<file path="config.mk">
export PLATFORM = sky130hd
export DESIGN_NAME = tvjt_div
export DESIGN_NICKNAME = d
export VERILOG_FILES = /design/src/hw/rtl/tvjt_div.sv
export SDC_FILE = /design/constraint.sdc
export NUM_CORES = 1
export LEC_CHECK = 0
export CAP_MARGIN = 20
export CORE_MARGIN = 2
export CORE_UTILIZATION = 55
export CTS_CLUSTER_DIAMETER = 120
export DETAILED_ROUTE_END_ITERATION = 7
export DONT_BUFFER_PORTS = 1
export GPL_TIMING_DRIVEN = 0
export PLACE_DENSITY = 0.7
export SETUP_SLACK_MARGIN = 0.5
export SLEW_MARGIN = 15
export SYNTH_ARGS = -nofsm -noshare
export SYNTH_HDL_FRONTEND = slang
export SYNTH_SLANG_ARGS = --single-unit
</file>
<file path="constraint.sdc">
create_clock -name clk_i -period 29.4 [get_ports clk_i]
set_clock_uncertainty 0.1 [all_clocks]
set_input_delay 5.88 -clock clk_i [delete_from_list [all_inputs] [get_ports clk_i]]
set_output_delay 5.88 -clock clk_i [all_outputs]
set_load 0.01 [all_outputs]
</file>
<file path="src/hw/rtl/tvjt_div.sv">
// Pipelined restoring divider that retires STEPS quotient bits per stage.
`timescale 1ns / 1ps

module tvjt_div #(
  parameter int unsigned DEN_W = 16,
  parameter int unsigned QUO_W = 16,
  parameter int unsigned STEPS = 4
) (
  input  logic             clk_i,
  input  logic [DEN_W-1:0] den_i,
  input  logic [DEN_W-1:0] rem_i,
  input  logic [QUO_W-1:0] bits_i,
  output logic [QUO_W-1:0] quo_o
);

  localparam int unsigned NSTG = QUO_W / STEPS;

  logic [DEN_W-1:0] den_q [NSTG];
  logic [DEN_W-1:0] rem_q [NSTG];
  logic [QUO_W-1:0] quo_q [NSTG];
  logic [DEN_W-1:0] den_d [NSTG];
  logic [DEN_W-1:0] rem_d [NSTG];
  logic [QUO_W-1:0] quo_d [NSTG];
  logic [DEN_W-1:0] rv;
  logic [QUO_W-1:0] qv;
  logic [DEN_W:0]   trial;

  // The dividend bits shift out of the top of the quotient word while the
  // quotient bits shift in at the bottom.
  always_comb begin
    rv    = '0;
    qv    = '0;
    trial = '0;
    for (int k = 0; k < NSTG; k++) begin
      den_d[k] = (k == 0) ? den_i : den_q[k-1];
      rv       = (k == 0) ? rem_i : rem_q[k-1];
      qv       = (k == 0) ? bits_i : quo_q[k-1];
      for (int s = 0; s < STEPS; s++) begin
        trial = {rv, qv[QUO_W-1]};
        if (trial >= {1'b0, den_d[k]}) begin
          rv = DEN_W'(trial - {1'b0, den_d[k]});
          qv = {qv[QUO_W-2:0], 1'b1};
        end else begin
          rv = trial[DEN_W-1:0];
          qv = {qv[QUO_W-2:0], 1'b0};
        end
      end
      rem_d[k] = rv;
      quo_d[k] = qv;
    end
  end

  always_ff @(posedge clk_i) begin
    for (int k = 0; k < NSTG; k++) begin
      den_q[k] <= den_d[k];
      rem_q[k] <= rem_d[k];
      quo_q[k] <= quo_d[k];
    end
  end

  assign quo_o = quo_q[NSTG-1];

endmodule

</file>
# After elaboration in Yosys (flattened, before gate mapping)

Memory sizes are Yosys's and may differ from the RTL's.
Index checks and enable logic that the tools add are counted.

Bits of input ports: 49
Flip-flop bits (word level): 0
Word-level logic and storage cells: 67
Bits in writable memories: 192
Memories kept: 3

Memory list:

| name  | words | bits a word | read ports | clocked after Yosys merged registers in | write ports | line | RTL |
|---|---|---|---|---|---|---|---|
| den_q | 4     | 16          | 3          | 0                                       | 4           | 18   | `logic [DEN_W-1:0] den_q [NSTG];` |
| quo_q | 4     | 16          | 4          | 0                                       | 4           | 20   | `logic [QUO_W-1:0] quo_q [NSTG];` |
| rem_q | 4     | 16          | 3          | 0                                       | 4           | 19   | `logic [DEN_W-1:0] rem_q [NSTG];` |

Magnitude comparators: 16
Multiplexer cells: 32
Add/subtract/negate cells: 16

Operator list:

| cell           | number |
|---|---|
| $ge 17x16->1   | 16 |
| $mux 16        | 16 |
| $sub 16x16->16 | 16 |
| $mux 1         | 16 |

# Longest topological paths before layout

Gate-level depths: netlist (run 1).

Depth in word-level cells: 8
Depth in mapped cells: 50

# Least setup slack after synthesis (run 1)

No wires, ideal clock.

Kind: input to register
From: input den_i[1]
To: memory rem_q[0][10]
Arrival time: 15.479 ns
Required time: 29.179 ns
Path slack: 13.700 ns
Buffers on the path: 6
Cell stages on the path: 48
Path through: inv_1 -> ha_1 -> nor2b_1 -> o31a_1 -> o21ai_0 -> o2111ai_1 -> nand2_1 -> inv_1 -> clkbuf_1 -> o21ai_0 -> inv_1 -> ha_1 -> nor2b_1 -> o21bai_1 -> a31oi_1 -> and3_1 -> o31a_1 -> a211o_1 -> [12 not listed] -> o21a_1 -> o31a_1 -> buf_2 -> buf_2 -> mux2i_1 -> ha_1 -> nor2b_1 -> o21a_1 -> o21ai_0 -> a21oi_1 -> o21ai_0 -> a31oi_1 -> o22ai_1 -> o311ai_0 -> mux2i_1 -> inv_2 -> buf_4 -> mux2_2

RTL lines:

| what        | line | RTL |
|---|---|---|
| from (decl) | 10   | `input logic [DEN_W-1:0] den_i,` |
| to (decl)   | 19   |  |

==> results.toml, run 1 <==
[yosys]
synthCells = 2094
synth_top_area_share_pct = 18.3
avgSynthCellArea_sq_um = 8.35
ys.flop_type = "dfxtp_1"
syn_area_sq_um = 17500
synthTopCellsByArea = "dfxtp_1 (18%), ha_1 (18%), mux2_2 (10%), xnor2_1 (6.3%), a21oi_1 (5.3%)"
synth-seq-area-share_pct = 18.3
ys_ff_latch = 160
synth_edf_count = 0
async_reset_ff_share_pct = 0
yosysTopAreaCell = "dfxtp_1"
yosysWarnings = 0
syn_nets = 2414
synth_cell_types = 78

[status]
status = "finished clean"

[setup_path]
path_class = "input port to flop"
slowest_stage = "a2111oi_0"
start_kind = "input port"
required_ns = 29.63
critical_path.max_fanout = 10
slowest_delay_ns = 0.67
arrival_ns = 17.97
path_common_cell = "o21ai_0"
endpoint_kind = "flop"

[global_route]
globalRoute.totalOverflow = 0
grt_pass1_wl_mm = 77.4
grt_use_total_pct = 29.3
grt_start_max_net_pins = 17
antenna_found_initial = 0
grt_pass1_vias = 14900

[cells_and_area]
drive_gt1_share_pct = 12.1
syn_to_final_growth_pct = 6.39
fin_cells = 2528
diodes = 0
fin_nets = 2433
fin_area_sq_um = 18600

[placement]
gp_congestion = 0.968
place_ws_ns = 11.29
post_dp_cell_area_sq_um = 18000
dp.cells = 2496
port_buffers = 0
dp_hpwl_mm = 39.4

[floorplanning]
io-pin-count = 65
std_cell_rows = 65
initial_utilization_pct = 55.6
dieHeight_um = 182
coreArea_sq_um = 31500
dieArea_sq_um = 33200
die_w_um = 182

[cts]
cts_tree = "built"
cts_max_path_buffers = 2
clock_sinks = 160
cts-hold-fix-buffers = 0
root_buffer = "clkbuf_16"
insertion_delay_ns = 0.45
clk_pin_slew_worst_paths_ns = 0.07
post_cts_resized = 0
htreeDepth = 4
post-cts-setup-buffers = 0
cts_inserted_buffers = 17

[sta]
timing.final.ws_setup_ns = 11.65
slew_headroom_pct = 36.7
fin_crit_sh_pct = 60.4
timing.final.crit_period_ns = 17.75
worst_pin_slew_ns = 0.925
slew_viol_final = 0
fmax_ghz = 0.0563
rsz0062_at_grt = "no"
final-setup-viol-count = 0
hold_viol = 0
tns_ns = 0

[hold_path]
hold_class = "flop to flop"

[routing]
routed_wl_mm = 48.4
drc = 0
vias_per_cell = 6.20
ant_nets = 0
firstDrtPassIters = 7
wl_per_cell_um = 19.1
initialDrtViolationCount = 1085
vias = 15700

[job]
max-cap-violations = 0
==> metal layers <==
layer / vias to the layer above / part of all wire (%) / GRT usage [%] / routed length, um
li1: 7728 / - / - / -
met4: 0 / 3.5 / 11.4 / 1700
met1: 7389 / 44 / 36.8 / 21300
met2: 446 / 47 / 50.0 / 22700
met5: - / 0 / 0 / 0
met3: 102 / 5.5 / 4.97 / 2680
==> placed cells by master (no fill, tap or decap), types with 18 or more instances in the layout <==
cell / count
a211oi_1: 18
a21o_1: 59
a21oi_1: 185
dfxtp_1: 160
ha_1: 256
inv_1: 168
mux2_2: 159
mux2i_1: 22
nand2_1: 106
nand3_1: 48
nand4_1: 42
nor2_1: 145
nor2b_1: 41
nor3_1: 49
o21a_1: 39
o21ai_0: 98
o21bai_1: 18
xnor2_1: 125
xor2_1: 35
==> critical path, delay by kind of cell <==
family,cells,cell delay (ns)
multiplexers,3,1.10
AO/OA/AOI/OAI,23,6.14
buffers and inverters,11,2.26
adder cells (fa/ha/maj),4,1.22
AND/OR/NAND/NOR,7,1.36
==> registers in the layout, indices dropped and copies added, names as in the netlist <==
signal  flops
rem_q      48
quo_q      64
den_q      48
==> area by class of cell <==
class,count,area (sq um)
tap,402,503
buffer,29,155
multi-input combinational,1735,13500
sequential,160,3200
clock buffer,20,467
clock inverter,12,148
inverter,170,638
fill,2839,12900
==> worst paths after layout <==
check	end	slack, ns	depth (start not counted)	startpoint
max	rem_q[0][13]	11.65	48	den_i[1]
min	quo_q[2][6]	0.22	0	quo_q[1][2]
max reg2reg	rem_q[2][11]	16.80	44	den_q[1][1]
min reg2reg	quo_q[2][6]	0.22	0	quo_q[1][2]
==> cell usage after synthesis, drive strengths merged (18+ instances only) <==
cell	instances
buf	19
nor2b	41
nand4	42
o21ai	99
dfxtp	160
xor2	35
inv	169
o21bai	18
nand2	107
nand3	48
a211oi	19
mux2	168
nor2	146
xnor2	125
a21o	59
mux2i	22
ha	256
a21oi	185
o21a	39
nor3	49
==> stage by stage <==
step / hold WS [ns] / util (%)
final: 0.223 / 59.1
after global routing: 0.232 / 59.1
after CTS: 0.227 / 59.1
after detailed placement: 0.212 / 57.2
after global placement: 0.211 / 57.2
after floorplan: 0.210 / -
==> kinds of logic after synthesis <==
| logic type | count (synthesis) | synth area share (%) |
|---|---|---|
| AOI/OAI and AO/OA | 564 | 21.1 |
| and+or+nand+nor | 550 | 15.8 |
| adders and majority gates | 271 | 20.0 |
| buffers and inverters | 199 | 4.54 |
| muxes | 190 | 12.3 |
| xor gates and xnor gates | 160 | 8.01 |
| DFF | 160 | 18.3 |
Power of run 1 is left out: the tool's default activity adds up to more than one toggle a clock period on the data nets, which glitch-free logic cannot reach.
==> inputs of run 2 (changes only) <==
- PLACE_DENSITY: 0.7 -> 0.73
- clock period: 29.4 -> 16 ns (I/O delays scaled with it)
==> results.toml, run 2 (synthesized netlist as in run 1, its figures left out) <==
[routing]
wl_per_cell_um = 19.1
ant_nets = 0
wirelength_met1_mm = 21.4
initialDrtViolationCount = 1224
vias_per_cell = 6.18
firstDrtPassIters = 7
routed_wl_mm = 48.2
drc = 0
dr_wl_met3_mm = 2.78
routed-wl-met2_mm = 22.0
vias = 15600
highest_layer = "met4"

[cells_and_area]
fillCellCount = 2797
fin_nets = 2433
drive_gt1_share_pct = 12.2
diodes = 0
mostFrequentLayoutCells = "ha_1 (256), a21oi_1 (185), inv_1 (168)"
largest_register = "quo_q"
reg_top3 = "quo_q x64, den_q x48, rem_q x48"
largest_reg_flops = 64
syn_to_final_growth_pct = 6.45
final_common_cell = "ha_1"

[cts]
cts_max_path_buffers = 2
htreeDepth = 4
insertion_delay_ns = 0.45
root_buffer = "clkbuf_16"
cts_tree = "built"
clock_sinks = 160
cts-hold-fix-buffers = 0
cts_inserted_buffers = 17
clk_pin_slew_worst_paths_ns = 0.07

[global_route]
globalRoute.totalOverflow = 0
grt_start_max_net_pins = 17
grt_pass1_vias = 15000
grt_pass1_wl_mm = 76.9
grt_use_total_pct = 29.0
antenna_found_initial = 0

[setup_path]
slowest_stage = "a2111oi_1"
endpoint_kind = "flop"
critical_path.max_fanout = 10
required_ns = 16.22
arrival_ns = 14.84
slowest_delay_ns = 0.57
start_kind = "input port"
path_class = "input port to flop"
path_common_cell = "a21oi_1"

[sta]
worst_pin_slew_ns = 0.900
hold_viol = 0
rsz0062_at_grt = "no"
tns_ns = 0
timing.final.crit_period_ns = 14.61
slew_viol_final = 0
fin_crit_sh_pct = 91.3
fmax_ghz = 0.0684
slew_headroom_pct = 39.2
final-setup-viol-count = 0

[floorplanning]
io-pin-count = 65
coreArea_sq_um = 31500
std_cell_rows = 65
dieArea_sq_um = 33200
dieHeight_um = 182
die_w_um = 182
initial_utilization_pct = 55.6

[placement]
gp_congestion = 0.954
dp_hpwl_mm = 39.2
port_buffers = 0

[hold_path]
hold_class = "flop to flop"

[job]
max-cap-violations = 0

[status]
status = "finished clean"
## run 2: cell types whose count changed in the layout (fill, tap and decap cells not counted), moves of 2 or more
cell        change
clkbuf_8        -3
clkinv_4        -3
clkinvlp_4      +3
inv_6           +2
o21ai_0         -2
o21ai_1         +2
## run 2: path summary, 6_finish.rpt
path                                   from            to  slack, ns  cells past startpoint
worst max-delay path               den_i[1]  rem_q[0][13]       1.39                     47
worst min-delay path            quo_q[0][4]   quo_q[1][8]       0.22                      0
worst max register to register  den_q[1][1]  rem_q[2][10]       3.52                     44
worst min register to register  quo_q[0][4]   quo_q[1][8]       0.22                      0
## run 2: what timing repair did
action / 4_1_cts / 5_1_grt
resized for setup: 0 / 5
endpoints found under the setup margin: 0 / 17
buffers inserted: 0 / 0
## run 2: cell type report
type,count,area [sq um],share of cell area (%)
clock inverter,15,198,1.06
clock buffer,17,425,2.28
buffer,29,156,0.840
inverter,170,638,3.43
tap,402,503,2.70
multi-input combinational,1735,13500,72.5
sequential,160,3200,17.2
## run 2: critical path, delay by kind of cell
kind	cells	cell delay, ns
AOI/OAI and AO/OA	23	5.70
buffers and inverters	10	2.11
and+or+nand+nor	7	1.49
adders and majority gates	4	1.26
muxes	3	1.07
## run 2: metal layers
layer	vias to the layer above	global-route usage, %
met5	-	0
met4	0	12.3
met3	115	5.01
met2	450	48.4
met1	7326	36.8
li1	7736	-
## run 2: through the flow
step / cells / hold WS (ns) / utilization [%] / worst slack [ns] / cell area, sq um
2_1_floorplan: 2094 / 0.210 / - / 2.98 / 17500
3_3_place_gp: 2496 / 0.210 / 57.2 / 0.803 / 18000
3_5_place_dp: 2496 / 0.212 / 57.2 / 0.603 / 18000
4_1_cts: 2528 / 0.223 / 59.1 / 1.01 / 18600
5_1_grt: 2528 / 0.223 / 59.2 / 0.512 / 18600
6_report: 2528 / 0.220 / 59.2 / 1.39 / 18600
Power of run 2 is left out for the same reason.
